**src/hw/rtl/sas_pkg.sv**
```systemverilog
`timescale 1ns / 1ps

package sas_pkg;

    typedef enum logic [2:0] {
        K_BEGIN   = 3'd0,
        K_CHAR    = 3'd1,
        K_END     = 3'd2,
        K_DONE    = 3'd3,
        K_TOOMANY = 3'd4,
        K_UNBAL   = 3'd5
    } kind_t;

    typedef enum logic [1:0] {
        Q_NONE   = 2'd0,
        Q_SINGLE = 2'd1,
        Q_DOUBLE = 2'd2
    } quote_t;

    typedef struct packed {
        kind_t      kind;
        logic [7:0] ch;
        logic [7:0] idx;
        logic       last;
    } ev_t;

    localparam logic [7:0] CH_SPACE  = 8'h20;
    localparam logic [7:0] CH_TAB    = 8'h09;
    localparam logic [7:0] CH_CR     = 8'h0d;
    localparam logic [7:0] CH_LF     = 8'h0a;
    localparam logic [7:0] CH_SQUOTE = 8'h27;
    localparam logic [7:0] CH_DQUOTE = 8'h22;
    localparam logic [7:0] CH_BSLASH = 8'h5c;
    localparam logic [7:0] MAX_ARGS_RESET = 8'd100;
    localparam logic [7:0] COUNT_MAX = 8'd255;

    localparam int MAX_EV = 4;

    function automatic ev_t make_ev(kind_t kind, logic [7:0] ch, logic [7:0] idx);
        ev_t e;
        e.kind = kind;
        e.ch   = ch;
        e.idx  = idx;
        e.last = 1'b0;
        return e;
    endfunction

    // bit 8 set when the byte has an escape translation
    function automatic logic [8:0] translate(logic [7:0] c);
        logic [8:0] t;
        case (c)
            8'h61:     t = {1'b1, 8'd7};
            8'h62:     t = {1'b1, 8'd8};
            8'h66:     t = {1'b1, 8'd12};
            8'h6e:     t = {1'b1, 8'd10};
            8'h72:     t = {1'b1, 8'd13};
            8'h74:     t = {1'b1, 8'd9};
            8'h76:     t = {1'b1, 8'd11};
            CH_BSLASH: t = {1'b1, c};
            CH_SQUOTE: t = {1'b1, c};
            CH_DQUOTE: t = {1'b1, c};
            default:   t = {1'b0, c};
        endcase
        return t;
    endfunction

endpackage

```
**src/hw/rtl/sas_in_if.sv**
```systemverilog
`timescale 1ns / 1ps

interface sas_in_if;
    logic       valid;
    logic       ready;
    logic [7:0] char_value;
    logic       end_line;

    modport source (output valid, output char_value, output end_line, input ready);
    modport sink   (input valid, input char_value, input end_line, output ready);
endinterface

```
**src/hw/rtl/sas_out_if.sv**
```systemverilog
`timescale 1ns / 1ps

interface sas_out_if;
    import sas_pkg::*;
    logic       valid;
    logic       ready;
    kind_t      kind;
    logic [7:0] out_char;
    logic [7:0] arg_index;
    logic       last;

    modport source (output valid, output kind, output out_char, output arg_index,
                    output last, input ready);
    modport sink   (input valid, input kind, input out_char, input arg_index,
                    input last, output ready);
endinterface

```
**src/hw/rtl/shell_argument_splitter_top.sv**
```systemverilog
`timescale 1ns / 1ps

// shell argument splitter
// in_ch carries one command line byte per word (char_value), or an end of
// line marker (end_line = 1). out_ch carries events: argument begin, character,
// argument end, line done, and the errors too many arguments and unbalanced
// quotes; last marks the final event caused by one input word.
// cfg_we / cfg_wdata write max_args; write only while the block is idle.
// the first event of a byte is on out_ch in the cycle after it is taken.
// throughput: one input word per cycle while each word gives at most one event
// and out_ch does not stall; a word that gives k events (up to 4) holds in_ch
// until k - 1 have left, as the 4-entry event register drains one per cycle.
// reset clears the line state and empties the event register, max_args returns to 100.
// a stall on out_ch holds the current event; in_ch.ready drops until the
// event register is down to its last event and that event is taken.
module shell_argument_splitter_top (
    input  logic       clk,
    input  logic       rst_n,
    sas_in_if.sink     in_ch,
    sas_out_if.source  out_ch,
    input  logic       cfg_we,
    input  logic [7:0] cfg_wdata
);
    import sas_pkg::*;

    logic [7:0] max_args_reg;
    quote_t     quote_reg, quote_next;
    logic       open_reg, open_next;
    logic [7:0] count_reg, count_next;
    logic       esc_reg, esc_next;
    logic       fail_reg, fail_next;

    ev_t        ev_reg  [MAX_EV];
    ev_t        ev_next [MAX_EV];
    logic [2:0] ocnt_reg;
    logic [2:0] n;

    logic [8:0] total;
    logic [8:0] tr;
    logic       plain_en;
    logic [7:0] c;
    quote_t     mode;

    logic in_fire, out_pop;

    assign out_pop   = out_ch.valid && out_ch.ready;
    assign in_ch.ready = (ocnt_reg == 3'd0) || (ocnt_reg == 3'd1 && out_ch.ready);
    assign in_fire   = in_ch.valid && in_ch.ready;

    always_comb
    begin
        quote_next = quote_reg;
        open_next  = open_reg;
        count_next = count_reg;
        esc_next   = esc_reg;
        fail_next  = fail_reg;
        n          = 3'd0;
        total      = 9'd0;
        plain_en   = 1'b0;
        c          = in_ch.char_value;
        tr         = translate(c);
        mode       = Q_NONE;
        for (int i = 0; i < MAX_EV; i++)
        begin
            ev_next[i] = '0;
        end

        if (fail_reg)
        begin
            if (in_ch.end_line)
            begin
                quote_next = Q_NONE;
                open_next  = 1'b0;
                count_next = '0;
                esc_next   = 1'b0;
                fail_next  = 1'b0;
            end
        end
        else if (in_ch.end_line)
        begin
            if (esc_reg)
            begin
                if (!open_next)
                begin
                    open_next = 1'b1;
                    ev_next[n[1:0]] = make_ev(K_BEGIN, 8'd0, count_next);
                    n = n + 3'd1;
                end
                ev_next[n[1:0]] = make_ev(K_CHAR, CH_BSLASH, count_next);
                n = n + 3'd1;
            end
            if (quote_reg != Q_NONE)
            begin
                ev_next[n[1:0]] = make_ev(K_UNBAL, 8'd0, count_next);
                n = n + 3'd1;
            end
            else
            begin
                total = {1'b0, count_next};
                if (open_next)
                begin
                    ev_next[n[1:0]] = make_ev(K_END, 8'd0, count_next);
                    n = n + 3'd1;
                    total = total + 9'd1;
                end
                if (total[8])
                begin
                    total = {1'b0, COUNT_MAX};
                end
                ev_next[n[1:0]] = make_ev(K_DONE, 8'd0, total[7:0]);
                n = n + 3'd1;
            end
            quote_next = Q_NONE;
            open_next  = 1'b0;
            count_next = '0;
            esc_next   = 1'b0;
            fail_next  = 1'b0;
        end
        else
        begin
            if (esc_reg)
            begin
                esc_next = 1'b0;
                if (!open_next)
                begin
                    open_next = 1'b1;
                    ev_next[n[1:0]] = make_ev(K_BEGIN, 8'd0, count_next);
                    n = n + 3'd1;
                end
                if (tr[8])
                begin
                    ev_next[n[1:0]] = make_ev(K_CHAR, tr[7:0], count_next);
                    n = n + 3'd1;
                end
                else
                begin
                    ev_next[n[1:0]] = make_ev(K_CHAR, CH_BSLASH, count_next);
                    n = n + 3'd1;
                    plain_en = 1'b1;
                end
            end
            else
            begin
                plain_en = 1'b1;
            end

            if (plain_en)
            begin
                if (c inside {CH_SPACE, CH_TAB, CH_CR, CH_LF})
                begin
                    if (open_next)
                    begin
                        if (quote_next == Q_NONE)
                        begin
                            ev_next[n[1:0]] = make_ev(K_END, 8'd0, count_next);
                            n = n + 3'd1;
                            if (count_next != COUNT_MAX)
                            begin
                                count_next = count_next + 8'd1;
                            end
                            open_next = 1'b0;
                        end
                        else
                        begin
                            ev_next[n[1:0]] = make_ev(K_CHAR, c, count_next);
                            n = n + 3'd1;
                        end
                    end
                end
                else if (c inside {CH_SQUOTE, CH_DQUOTE})
                begin
                    mode = (c == CH_SQUOTE) ? Q_SINGLE : Q_DOUBLE;
                    if (!open_next)
                    begin
                        open_next = 1'b1;
                        ev_next[n[1:0]] = make_ev(K_BEGIN, 8'd0, count_next);
                        n = n + 3'd1;
                        quote_next = mode;
                    end
                    else if (quote_next == mode)
                    begin
                        quote_next = Q_NONE;
                    end
                    else if (quote_next == Q_NONE)
                    begin
                        quote_next = mode;
                    end
                    else
                    begin
                        ev_next[n[1:0]] = make_ev(K_CHAR, c, count_next);
                        n = n + 3'd1;
                    end
                end
                else if (c == CH_BSLASH && quote_next != Q_SINGLE)
                begin
                    esc_next = 1'b1;
                end
                else
                begin
                    if (!open_next)
                    begin
                        open_next = 1'b1;
                        ev_next[n[1:0]] = make_ev(K_BEGIN, 8'd0, count_next);
                        n = n + 3'd1;
                    end
                    ev_next[n[1:0]] = make_ev(K_CHAR, c, count_next);
                    n = n + 3'd1;
                end
            end

            if (count_next >= max_args_reg)
            begin
                ev_next[n[1:0]] = make_ev(K_TOOMANY, 8'd0, count_next);
                n = n + 3'd1;
                fail_next = 1'b1;
            end
        end

        if (n != 3'd0)
        begin
            ev_next[2'(n - 3'd1)].last = 1'b1;
        end
    end

    always_ff @(posedge clk or negedge rst_n)
    begin
        if (!rst_n)
        begin
            max_args_reg <= MAX_ARGS_RESET;
        end
        else if (cfg_we)
        begin
            max_args_reg <= cfg_wdata;
        end
    end

    always_ff @(posedge clk or negedge rst_n)
    begin
        if (!rst_n)
        begin
            quote_reg <= Q_NONE;
            open_reg  <= 1'b0;
            count_reg <= '0;
            esc_reg   <= 1'b0;
            fail_reg  <= 1'b0;
            ocnt_reg  <= '0;
        end
        else if (in_fire)
        begin
            quote_reg <= quote_next;
            open_reg  <= open_next;
            count_reg <= count_next;
            esc_reg   <= esc_next;
            fail_reg  <= fail_next;
            ocnt_reg  <= n;
        end
        else if (out_pop)
        begin
            ocnt_reg <= ocnt_reg - 3'd1;
        end
    end

    // event register shifts toward slot 0 as events leave
    always_ff @(posedge clk)
    begin
        if (in_fire)
        begin
            for (int i = 0; i < MAX_EV; i++)
            begin
                ev_reg[i] <= ev_next[i];
            end
        end
        else if (out_pop)
        begin
            for (int i = 0; i < MAX_EV - 1; i++)
            begin
                ev_reg[i] <= ev_reg[i + 1];
            end
        end
    end

    assign out_ch.valid     = (ocnt_reg != 3'd0);
    assign out_ch.kind      = ev_reg[0].kind;
    assign out_ch.out_char  = ev_reg[0].ch;
    assign out_ch.arg_index = ev_reg[0].idx;
    assign out_ch.last      = ev_reg[0].last;

    a_count_range: assert property (@(posedge clk) disable iff (!rst_n)
        ocnt_reg <= 3'd4)
        else $error("event count out of range");

    a_last_on_final: assert property (@(posedge clk) disable iff (!rst_n)
        (ocnt_reg == 3'd1) |-> ev_reg[0].last)
        else $error("final event of a word lacks last");

    a_not_last_early: assert property (@(posedge clk) disable iff (!rst_n)
        (ocnt_reg > 3'd1) |-> !ev_reg[0].last)
        else $error("last set before final event");

    a_events_follow: assert property (@(posedge clk) disable iff (!rst_n)
        (in_fire && n != 3'd0) |=> (out_ch.valid && ocnt_reg == $past(n)))
        else $error("events of accepted word not loaded");

    a_failed_quiet: assert property (@(posedge clk) disable iff (!rst_n)
        (in_fire && fail_reg) |=> !out_ch.valid)
        else $error("failed line produced an event");

endmodule
```
**src/flat_wrapper.sv**
```systemverilog
// flat-port wrapper written by rule: the top's interface ports become plain ports
module shell_argument_splitter_top_flat import sas_pkg::*;
  (clk, rst_n, cfg_we, cfg_wdata, in_ch_valid, in_ch_char_value, in_ch_end_line, in_ch_ready, out_ch_valid, out_ch_kind, out_ch_out_char, out_ch_arg_index, out_ch_last, out_ch_ready);
  sas_in_if in_ch_i ();
  sas_out_if out_ch_i ();
  input  logic clk;
  input  logic rst_n;
  input  logic cfg_we;
  input  logic [7:0] cfg_wdata;
  input wire logic [$bits(in_ch_i.valid)-1:0] in_ch_valid;
  input wire logic [$bits(in_ch_i.char_value)-1:0] in_ch_char_value;
  input wire logic [$bits(in_ch_i.end_line)-1:0] in_ch_end_line;
  output wire logic [$bits(in_ch_i.ready)-1:0] in_ch_ready;
  output wire logic [$bits(out_ch_i.valid)-1:0] out_ch_valid;
  output wire logic [$bits(out_ch_i.kind)-1:0] out_ch_kind;
  output wire logic [$bits(out_ch_i.out_char)-1:0] out_ch_out_char;
  output wire logic [$bits(out_ch_i.arg_index)-1:0] out_ch_arg_index;
  output wire logic [$bits(out_ch_i.last)-1:0] out_ch_last;
  input wire logic [$bits(out_ch_i.ready)-1:0] out_ch_ready;
  assign in_ch_i.valid = in_ch_valid;
  assign in_ch_i.char_value = in_ch_char_value;
  assign in_ch_i.end_line = in_ch_end_line;
  assign in_ch_ready = in_ch_i.ready;
  assign out_ch_valid = out_ch_i.valid;
  assign out_ch_kind = out_ch_i.kind;
  assign out_ch_out_char = out_ch_i.out_char;
  assign out_ch_arg_index = out_ch_i.arg_index;
  assign out_ch_last = out_ch_i.last;
  assign out_ch_i.ready = out_ch_ready;
  shell_argument_splitter_top u_core (.clk(clk), .rst_n(rst_n), .in_ch(in_ch_i), .out_ch(out_ch_i), .cfg_we(cfg_we), .cfg_wdata(cfg_wdata));
endmodule
```
**config.mk**
```make
export PLATFORM = sky130hd
export DESIGN_NAME = shell_argument_splitter_top_flat
export DESIGN_NICKNAME = d
export VERILOG_FILES = /design/src/hw/rtl/sas_pkg.sv /design/src/hw/rtl/sas_in_if.sv /design/src/hw/rtl/sas_out_if.sv /design/src/hw/rtl/shell_argument_splitter_top.sv /design/src/flat_wrapper.sv
export SDC_FILE = /design/constraint.sdc
export NUM_CORES = 1
export LEC_CHECK = 0
export BUFFER_PORTS_ARGS = -buffer_cell sky130_fd_sc_hd__buf_4
export CORE_UTILIZATION = 35
export DETAILED_ROUTE_END_ITERATION = 8
export MAX_ROUTING_LAYER = met4
export PLACE_DENSITY_LB_ADDON = 0.3
export REMOVE_ABC_BUFFERS = 1
export SLEW_MARGIN = 20
export SYNTH_ARGS = -nofsm -noshare
export SYNTH_HDL_FRONTEND = slang
export SYNTH_SLANG_ARGS = --single-unit
```
**constraint.sdc**
```tcl
create_clock -name clk -period 4.8 [get_ports clk]
set_clock_uncertainty 0.05 [all_clocks]
set_input_delay 0.48 -clock clk [delete_from_list [all_inputs] [get_ports clk]]
set_output_delay 0.48 -clock clk [all_outputs]
set_load 0.01 [all_outputs]
```
Yosys cells after proc, flatten, opt, wreduce, memory -nomap -nowiden
Memory sizes are Yosys's and may differ from the RTL's.
Cells that the tools add are included.
{ "word_totals": {"n_memories": 1, "out_inout_bits": 22, "wordCells": 266, "input_bits": 22, "ff_bits": 24, "ramBits": 80} }
{ "mem_list": {"columns": ["memory", "depth", "width", "read_ports", "rd_clocked_by_memory_dff", "wr", "line_no", "rtl"], "rows": [
  ["u_core.ev_reg", 4, 20, 4, 0, 4, "shell_argument_splitter_top.sv:33", "ev_t ev_reg [MAX_EV];"]
]} }
{ "op_classes": {"order_cmp": 17, "bitwise_logic": 11, "add_sub_neg": 11, "n_mux": 172, "n_eq_ne": 21, "n_reduce_logical": 26} }
{ "ops": {"columns": ["op", "count"], "rows": [
  ["2-to-1 mux 80 bit", 34],
  ["bitwise mux 80 bit", 12],
  ["demux 20 bit (select 2 bit)", 8],
  ["2-to-1 mux 20 bit", 15],
  ["2-to-1 mux 3 bit", 38],
  ["2-to-1 mux 8 bit", 14],
  ["one-hot mux 9 bit (8 select lines)", 1],
  ["== test 8 x 7 -> 1 bit (second input constant)", 8],
  ["2-to-1 mux 9 bit", 5],
  ["2-to-1 mux 1 bit", 35],
  ["== test 8 x 4 -> 1 bit (second input constant)", 3],
  ["== test 8 x 6 -> 1 bit (second input constant)", 3],
  ["greater-or-equal comparator 3 bit (second input constant)", 8],
  ["less-than comparator 3 x 1 -> 1 bit (second input constant)", 8],
  ["inverter 2 -> 3 bit", 8],
  ["adder 3 x 1 -> 3 bit (second input constant)", 7],
  ["2-to-1 mux 2 bit", 10],
  ["logical AND 1 bit", 12],
  ["nonzero test 2 bit", 5],
  ["adder 8 x 1 -> 9 bit (second input constant)", 1],
  ["adder 8 x 1 -> 8 bit (second input constant)", 1],
  ["greater-or-equal comparator 8 bit", 1],
  ["!= test 8 bit (second input constant)", 1],
  ["AND reduction 6 bit", 1],
  ["15 further kinds", 19]
]} }

Depth between registers and ports, before layout
Gate-level depths: netlist of run 1.
{ "logic_depth": {"word_depth": 36, "depth_mapped": 20, "mapped_depth_nobuf": 16} }

Worst setup path before layout of run 1
OpenSTA, ideal clock, no wires.
{ "synth_timing": {"path_type": "input to register", "start": "input port in_ch_char_value[1]", "end": "memory u_core.ev_reg[0][62] (netlist bit) (data pin)", "path_buffers": 4, "required_ps": 4576, "path_stages": 17, "t_arrival_ps": 4300, "setup_ps": 174, "slack_ps": 276, "cell_sequence": "buf_2 > buf_2 > nor3b_1 > o2111ai_1 > nand2_1 > buf_4 > and4_1 > xor2_1 > ha_1 > a21o_1 > a2111oi_0 > o21ai_1 > and3_1 > clkbuf_1 > nor4_2 > a221oi_1 > a311oi_1"} }
{ "synth_lines": {"columns": ["element", "line_no", "rtl"], "rows": [
  ["from (decl)", "flat_wrapper.sv:11", "input wire logic [$bits(in_ch_i.char_value)-1:0] in_ch_char_value;"],
  ["to (decl)", "shell_argument_splitter_top.sv:33", null]
]} }

==> results of run 1 <==
[cell type report]
type                            instances  share of cell area (%)
Multi-Input combinational cell        745                    50.2
Inverter                               33                    1.35
Clock buffer                            9                    2.46
Timing Repair Buffer                  100                    8.23
Tap cell                              313                    4.28
Sequential cell                       104                    32.8
Clock inverter                          7                   0.588
[worst min-delay path by stage]
stage,startpoint,to,slack (ns),cells after the start
2_1_floorplan,rst_n,u_core.count_reg[0],0.13,0
3_3_place_gp,rst_n,u_core.max_args_reg[3],0.36,1
3_5_place_dp,rst_n,u_core.max_args_reg[3],0.36,1
4_1_cts,cfg_wdata[7],u_core.max_args_reg[7],0.27,3
5_1_grt,cfg_wdata[4],u_core.max_args_reg[4],0.28,3
6_report,cfg_wdata[7],u_core.max_args_reg[7],0.27,3
[synth_stat cells (all sizes together), types with 8 or more instances]
cell type / number
nor3: 33
o31ai: 16
a22oi: 14
nand3: 31
edfxtp: 80
o21ai: 93
nand2: 118
clkbuf: 66
and3: 12
ha: 26
o211ai: 17
nand2b: 9
a211oi: 15
a32o: 15
a22o: 26
nand4: 12
nor2: 73
dfrtp: 21
nor4: 8
a221oi: 12
a31oi: 22
inv: 30
a21oi: 82
buf: 40
[kinds of logic after synthesis]
kind of cell	count (synthesis)
xor+xnor	7
mux	10
compound gates	369
buf+inv	139
fa+ha+maj	26
flops	104
simple gates	333
[power by group through the flow]
stage | sequential (W) | clock (W) | combinational [W]
CTS | 0.00135 | 0.000745 | 0.00158
global placement | 0.00137 | 0 | 0.00158
global route | 0.00138 | 0.000783 | 0.00174
floorplan | 0.00140 | 0 | 0.000914
finish | 0.00135 | 0.000743 | 0.00161
detailed placement | 0.00137 | 0 | 0.00157
[per-stage QoR]
stage | hold WS (ns) | power [W]
after floorplan | 0.134 | 0.00231
after global placement | 0.356 | 0.00295
after detailed placement | 0.358 | 0.00295
after CTS | 0.266 | 0.00368
after global routing | 0.281 | 0.00390
final | 0.266 | 0.00371
[worst max-delay path, stage by stage (launching register included)]
cell,delay (ns)
dfrtp_1,0.38
inv_1,0.15
ha_1,0.39
nor2_1,0.16
and3_1,0.31
and4_1,0.27
xor2_1,0.19
ha_1,0.20
a21o_1,0.17
a2111oi_0,0.37
o21ai_1,0.33
and3_1,0.34
nor2_1,0.35
o32ai_1,0.16
a221oi_1,0.29
o21ai_0,0.11
[metal layers]
metal	vias to the layer above	share of wire [%]	global-route usage, %
met5	-	0	-
met3	56	8.6	3.29
li1	3750	-	-
met2	465	43	35.8
met4	0	2.5	7.47
met1	3809	46	35.2
==> impl_metrics.ini, run 1 <==
[global_routing]
grt_usage_pct = 24.6
grt_pass1_wl_mm = 44.6
grt_max_degree = 71
grt_antenna_before_repair = 0
grt_pass1_vias = 7479
overflow = 0

[sta]
max_freq_mhz = 223
drv_slew = 0
setup_viol = 0
slew_headroom_pct = 33.1
fin_crit_sh_pct = 93.5
rsz0062_at_grt = false
hold_viol_final = 0
worst_slack_ns = 0.314
tightestPinTransition_ns = 0.995
finalSetupTns_ns = 0
fin_crit_ns = 4.49

[cells_and_area]
fin_nets = 1041
postLayoutCoreUtil_pct = 40.1
area_delta_synth_final_pct = 11.4
layout_commonest_cell = nand2_1
drive_above_1_share_pct = 13.7
diodes = 0
mostFrequentLayoutCells = nand2_1 (118), buf_4 (99), o21ai_0 (90)
regArea_um2 = 3010
final.fill_count = 2365
multi_input_area_um2 = 4600
largest_register_ffs = 80
fin_cells = 1311
stdcell_area_um2 = 9150

[cts]
postCtsSetupRepairBufs = 0
cts.path.max_buffers = 2
cts-root-buf = clkbuf_16
clk_pin_slew_ns = 0.08
ctsHoldBuffers = 1
cts_buffers = 9
post_cts_resized = 0
clk_latency_ns = 0.37
htreeDepth = 3
cts_tree = yes
clock-sinks = 104

[worst_setup_path]
required_ns = 4.86
critPathCapture = u_core.ev_reg[0][21]
timing.rr.start = u_core.open_reg
r2r_setup_slack_ns = 0.31
cp_max_fo = 9
worst_setup_path_end_kind = register
arrival_ns = 4.55
rr_endpoint = u_core.ev_reg[0][21]
critPathLaunch = u_core.open_reg
crit_type = reg -> reg
reg2reg_depth = 15
critPathLaunchType = register

[logic_synthesis]
synth-simple-area-share_pct = 19.9
ys_seq_area_share_pct = 36.6
synth_edf_count = 80
synth_cells = 988
yosysTopAreaCell = edfxtp_1
synth_fa_ha_area_share_pct = 3.96
yosys_warnings = 0
synth-compound-area-share_pct = 30.1
synth.area.top_cells = edfxtp_1 (29%), dfrtp_1 (6.4%), o21ai_0 (5.5%)
async_flop_share_pct = 23.1
synth_top_area_share_pct = 29.2
synthFlopType = edfxtp_1
postSynthRegisterBits = 104
yosysUniqueCellTypes = 74
syn_area_um2 = 8220
synth_xor_area_share_pct = 0.746
synth_top_family_by_area = compound AO/OA/AOI/OAI gates
synthMuxAreaShare_pct = 1.28
synth.avg_cell_area_um2 = 8.32

[floorplanning]
core_area_um2 = 22800
fp.dieW_um = 155
dieArea_um2 = 24100
io_pins = 44
start_util_pct = 36.0
row_count = 55
die_height_um = 155

[route]
drt-total-wl_mm = 28.4
num_vias = 8080
vias_per_cell = 6.16
drc_errors = 0
firstDrtPassIters = 6
dr.first_iter.drc_count = 1168
routedWlPerCell_um = 21.7
final_antenna_net_count = 0

[pwr]
seqPwrFrac_pct = 36.5
p_switching_w = 0.00154
p_int_w = 0.00217
p_sw_share_pct = 41.6
power.density_nw_per_um2 = 405
leakage_nw = 3.48
max-vdd-ir-drop_mv = 0.280
comb_power_share_pct = 43.5
clkPwrFrac_pct = 20.0

[run]
drv_cap = 0

[placement]
finalWeightedCongestion = 1.00
hpwlAfterDp_mm = 20.5
placed_area_um2 = 8860
post-place-cells = 1294
numPortBuffers = 43
place_ws_ns = 0.0838

[worst_hold_path]
hp-class = in -> reg

[outcome]
status = finished clean
Note: power is estimated with default switching activity, not from simulation.
==> run 2, diff against run 1 <==
- CORE_ASPECT_RATIO: unset -> 0.9
==> impl_metrics.ini, run 2 (synthesized netlist as in run 1, its figures left out) <==
[outcome]
status = finished clean

[sta]
tightestPinTransition_ns = 1.15
drv_slew = 0
rsz0062_at_grt = false
fin_hold_ws_ns = 0.262
fin_crit_sh_pct = 93.4
hold_viol_final = 0
setup_viol = 0
fin_crit_ns = 4.48
slew_headroom_pct = 23.1
max_freq_mhz = 223

[cts]
clock-sinks = 104
clk_pin_slew_ns = 0.09
cts_tree = yes
htreeDepth = 3
cts.path.max_buffers = 2
cts_buffers = 9
cts-root-buf = clkbuf_16
clk_latency_ns = 0.38
postCtsSetupRepairBufs = 0

[route]
dr.first_iter.drc_count = 1258
drc_errors = 0
drt-total-wl_mm = 29.4
routedWlPerCell_um = 22.7
firstDrtPassIters = 8
final_antenna_net_count = 0
num_vias = 8329
vias_per_cell = 6.44

[worst_setup_path]
critical-path-max-stage-delay_ns = 0.52
crit_type = reg -> reg
arrival_ns = 4.56
timing.rr.start = u_core.esc_reg
reg2reg_depth = 14
rr_endpoint = u_core.ev_reg[0][42]
cp_max_fo = 9
required_ns = 4.88
crit_chain = clkinv_1 > ha_1 > nor2_1 > and3_1 > and4_1 > xor2_1 > ha_1 > a21o_1 > a2111oi_0 > o21ai_2 > a31oi_1 > and4_2 > a221oi_1 > o31ai_1
r2r_setup_slack_ns = 0.32
critPathLaunchType = register
worst_setup_path_end_kind = register
cp_slowest_cell = a2111oi_0
cpMostUsedCell = ha_1

[pwr]
max-vdd-ir-drop_mv = 0.294
total_power_w = 0.00380
power.density_nw_per_um2 = 416
leakage_nw = 3.49

[global_routing]
overflow = 0
grt.met3_usage_pct = 5.39
grt_pass1_vias = 7492
grt_antenna_before_repair = 0
top_usage_layer = met1
met1_usage_pct = 38.1
grt_usage_pct = 25.5
grt_max_degree = 71
use_met2_pct = 34.2
grt_pass1_wl_mm = 46.0

[run]
drv_cap = 0

[floorplanning]
core_area_um2 = 22800
dieArea_um2 = 24100
io_pins = 44
start_util_pct = 36.1
fp.dieW_um = 163
row_count = 52
die_height_um = 147

[cells_and_area]
diodes = 0
mostFrequentLayoutCells = nand2_1 (118), buf_4 (98), o21ai_0 (90)
area_delta_synth_final_pct = 11.4
drive_above_1_share_pct = 14.0
largest_register_ffs = 80
layout_commonest_cell = nand2_1
final.fill_count = 2315
fin_nets = 1040

[placement]
finalWeightedCongestion = 0.965
numPortBuffers = 43
hpwlAfterDp_mm = 20.8

[worst_hold_path]
hp-class = in -> reg
hold_depth = 3
worstHoldStart = cfg_wdata[1]
hold_path_end = u_core.max_args_reg[1]
-- run 2: cell types whose count changed in the layout (fill, tap and decap cells not counted), sizes merged --
cell,delta
clkinv,-2
inv,+2
buf,-1
-- run 2: what timing repair did --
item	in CTS	in global routing
hold endpoints to repair	21	0
setup endpoints to repair	0	1
gates resized for setup	0	2
hold buffers	1	0
-- run 2: how the worst max path moves through the flow --
stage	startpoint	end	slack (ns)	depth (start not counted)
after floorplan	u_core.esc_reg	u_core.ev_reg[0][62]	-0.14	14
after global placement	in_ch_char_value[0]	u_core.ev_reg[0][42]	0.11	14
after detailed placement	in_ch_char_value[0]	u_core.ev_reg[0][42]	-0.03	14
after CTS	u_core.count_reg[0]	u_core.ev_reg[0][42]	0.39	13
after global routing	u_core.open_reg	u_core.ev_reg[0][17]	0.06	15
final	u_core.esc_reg	u_core.ev_reg[0][42]	0.32	14
-- run 2: final cells by class --
| type | count | area [um2] | area share, % |
|---|---|---|---|
| sequential | 104 | 3010 | 32.8 |
| clock buffer | 9 | 225 | 2.46 |
| multi-input combinational | 745 | 4610 | 50.3 |
| clock inverter | 7 | 75.1 | 0.820 |
| inverter | 33 | 124 | 1.35 |
| timing repair buffer | 99 | 746 | 8.15 |
| tap | 297 | 372 | 4.06 |
-- run 2: layer usage --
metal  part of all wire (%)  wire length [um]  up-vias
met5                      0                 0        -
met4                    2.0               598        0
met3                     12              3470       60
met2                     42             12200      543
met1                     45             13100     3978
li1                       -                 -     3748
-- run 2: power by group --
part / internal [W] / total, W / leakage, nW / switching [W]
registers: 0.00127 / 0.00137 / 1.10 / 0.0000950
clock network: 0.000375 / 0.000798 / 0.146 / 0.000423
logic: 0.000538 / 0.00164 / 2.24 / 0.00110
-- run 2: through the flow --
stage	instance area (um2)	TNS, ns	setup WS [ns]	utilization, %	instances
after global routing	9160	0	0.0613	40.2	1294
final	9160	0	0.318	40.2	1294
after detailed placement	8840	-0.0294	-0.0294	38.8	1277
after floorplan	7730	-0.392	-0.138	-	882
after CTS	9150	0	0.386	40.2	1294
after global placement	8840	0	0.105	38.8	1277
-- run 2: critical path, delay by kind of cell (launching register included) --
family / cells / cell delay [ns]
buf+inv: 1 / 0.08
compound gates: 6 / 1.81
flops: 1 / 0.36
xor+xnor: 1 / 0.14
fa+ha+maj: 2 / 0.49
simple gates: 4 / 1.31
==> run 3, diff against run 2 <==
- RECOVER_POWER: unset -> 25
==> impl_metrics.ini, run 3 (synthesized netlist as in run 1, its figures left out) <==
[global_routing]
grt_antenna_before_repair = 0
grt_max_degree = 71
grt_usage_pct = 25.5
grt_pass1_vias = 7492
overflow = 0
grt_pass1_wl_mm = 46.0

[route]
drt-total-wl_mm = 29.5
firstDrtPassIters = 5
drc_errors = 0
num_vias = 8387
routedWlPerCell_um = 22.8
vias_per_cell = 6.48
final_antenna_net_count = 0
dr.first_iter.drc_count = 1322

[sta]
fin_crit_sh_pct = 93.2
fin_crit_ns = 4.47
finalSetupTns_ns = 0
slew_headroom_pct = -45.8
setup_viol = 0
tightestPinTransition_ns = 2.19
rsz0062_at_grt = false
hold_viol_final = 0
max_freq_mhz = 223
drv_slew = 34

[worst_setup_path]
reg2reg_depth = 14
critPathLaunchType = register
timing.rr.start = u_core.esc_reg
r2r_setup_slack_ns = 0.33
worst_setup_path_end_kind = register
arrival_ns = 4.56
cp_max_fo = 9
crit_type = reg -> reg
rr_endpoint = u_core.ev_reg[0][42]
required_ns = 4.89

[pwr]
leakage_nw = 3.40
max-vdd-ir-drop_mv = 0.295
power.density_nw_per_um2 = 414

[floorplanning]
io_pins = 44
start_util_pct = 36.1
row_count = 52
core_area_um2 = 22800
die_height_um = 147
fp.dieW_um = 163
dieArea_um2 = 24100

[cts]
postCtsSetupRepairBufs = 0
htreeDepth = 3
clock-sinks = 104
cts-root-buf = clkbuf_16
clk_latency_ns = 0.37
cts_buffers = 9
cts_tree = yes
clk_pin_slew_ns = 0.09
cts.path.max_buffers = 2

[cells_and_area]
layout_commonest_cell = nand2_1
final.fill_count = 2328
largest_register_ffs = 80
regArea_um2 = 3010
fin_nets = 1040
mostFrequentLayoutCells = nand2_1 (118), o21ai_0 (90), a21oi_1 (82)
postLayoutCoreUtil_pct = 39.8
area_delta_synth_final_pct = 10.3
diodes = 0
stdcell_area_um2 = 9060
multi_input_area_um2 = 4610
drive_above_1_share_pct = 11.6

[worst_hold_path]
hold_path_end = u_core.max_args_reg[1]
hold_depth = 3
hp-class = in -> reg
worstHoldStart = cfg_wdata[1]

[placement]
hpwlAfterDp_mm = 20.8
numPortBuffers = 43
placed_area_um2 = 8840
finalWeightedCongestion = 0.965

[outcome]
violations = capacitance limit, slew limit
status = complete, but fails checks

[run]
drv_cap = 1
## run 3: changes by cell type in the layout (fill, tap and decap cells not counted)
cell,delta
buf_4,-24
clkbuf_1,+24
## run 3: critical path, stage by stage, from the launching register on
cell       delay (ns)
dfrtp_1          0.36
clkinv_1         0.08
ha_1             0.28
nor2_1           0.25
and3_1           0.36
and4_1           0.29
xor2_1           0.14
ha_1             0.20
a21o_1           0.17
a2111oi_0        0.52
o21ai_2          0.27
a31oi_1          0.31
and4_2           0.42
a221oi_1         0.12
o31ai_1          0.41
## run 3: repair_timing
item,CTS,global route
hold endpoints to repair,21,0
hold buffers,1,0
endpoints found under the setup margin,0,1
resized for setup,0,2
## run 3: stage by stage
step	instances	power [W]	hold WS [ns]	worst slack (ns)
2_1_floorplan	882	0.00231	0.134	-0.138
3_3_place_gp	1277	0.00297	0.357	0.105
3_5_place_dp	1277	0.00297	0.353	-0.0294
4_1_cts	1294	0.00376	0.262	0.386
5_1_grt	1294	0.00394	0.265	0.0613
6_report	1294	0.00375	0.264	0.325
## run 3: layout make-up
class                      count  share of cell area, %
clock buffer                   9                   2.48
multi-input combinational    745                   50.8
timing repair buffer          99                   7.23
inverter                      33                   1.37
tap                          297                   4.10
sequential                   104                   33.2
clock inverter                 7                  0.828
## run 3: per-layer routing
layer,wire length (um),vias up,GRT usage [%]
li1,-,3749,-
met1,13200,3985,38.1
met2,12200,587,34.2
met3,3450,66,5.39
met4,648,0,6.81
met5,0,-,-
## run 3: power breakdown
group | switching, W | total, W | leakage [nW] | internal, W
Sequential | 0.0000939 | 0.00137 | 1.10 | 0.00128
Clock | 0.000419 | 0.000794 | 0.146 | 0.000375
Combinational | 0.00110 | 0.00159 | 2.15 | 0.000488
## run 3: worst max-delay path by stage
| stage | startpoint | endpoint | slack, ns | cells past startpoint |
|---|---|---|---|---|
| after floorplan | u_core.esc_reg | u_core.ev_reg[0][62] | -0.14 | 14 |
| after global placement | in_ch_char_value[0] | u_core.ev_reg[0][42] | 0.11 | 14 |
| after detailed placement | in_ch_char_value[0] | u_core.ev_reg[0][42] | -0.03 | 14 |
| after CTS | u_core.count_reg[0] | u_core.ev_reg[0][42] | 0.39 | 13 |
| after global routing | u_core.open_reg | u_core.ev_reg[0][17] | 0.06 | 15 |
| final | u_core.esc_reg | u_core.ev_reg[0][42] | 0.33 | 14 |
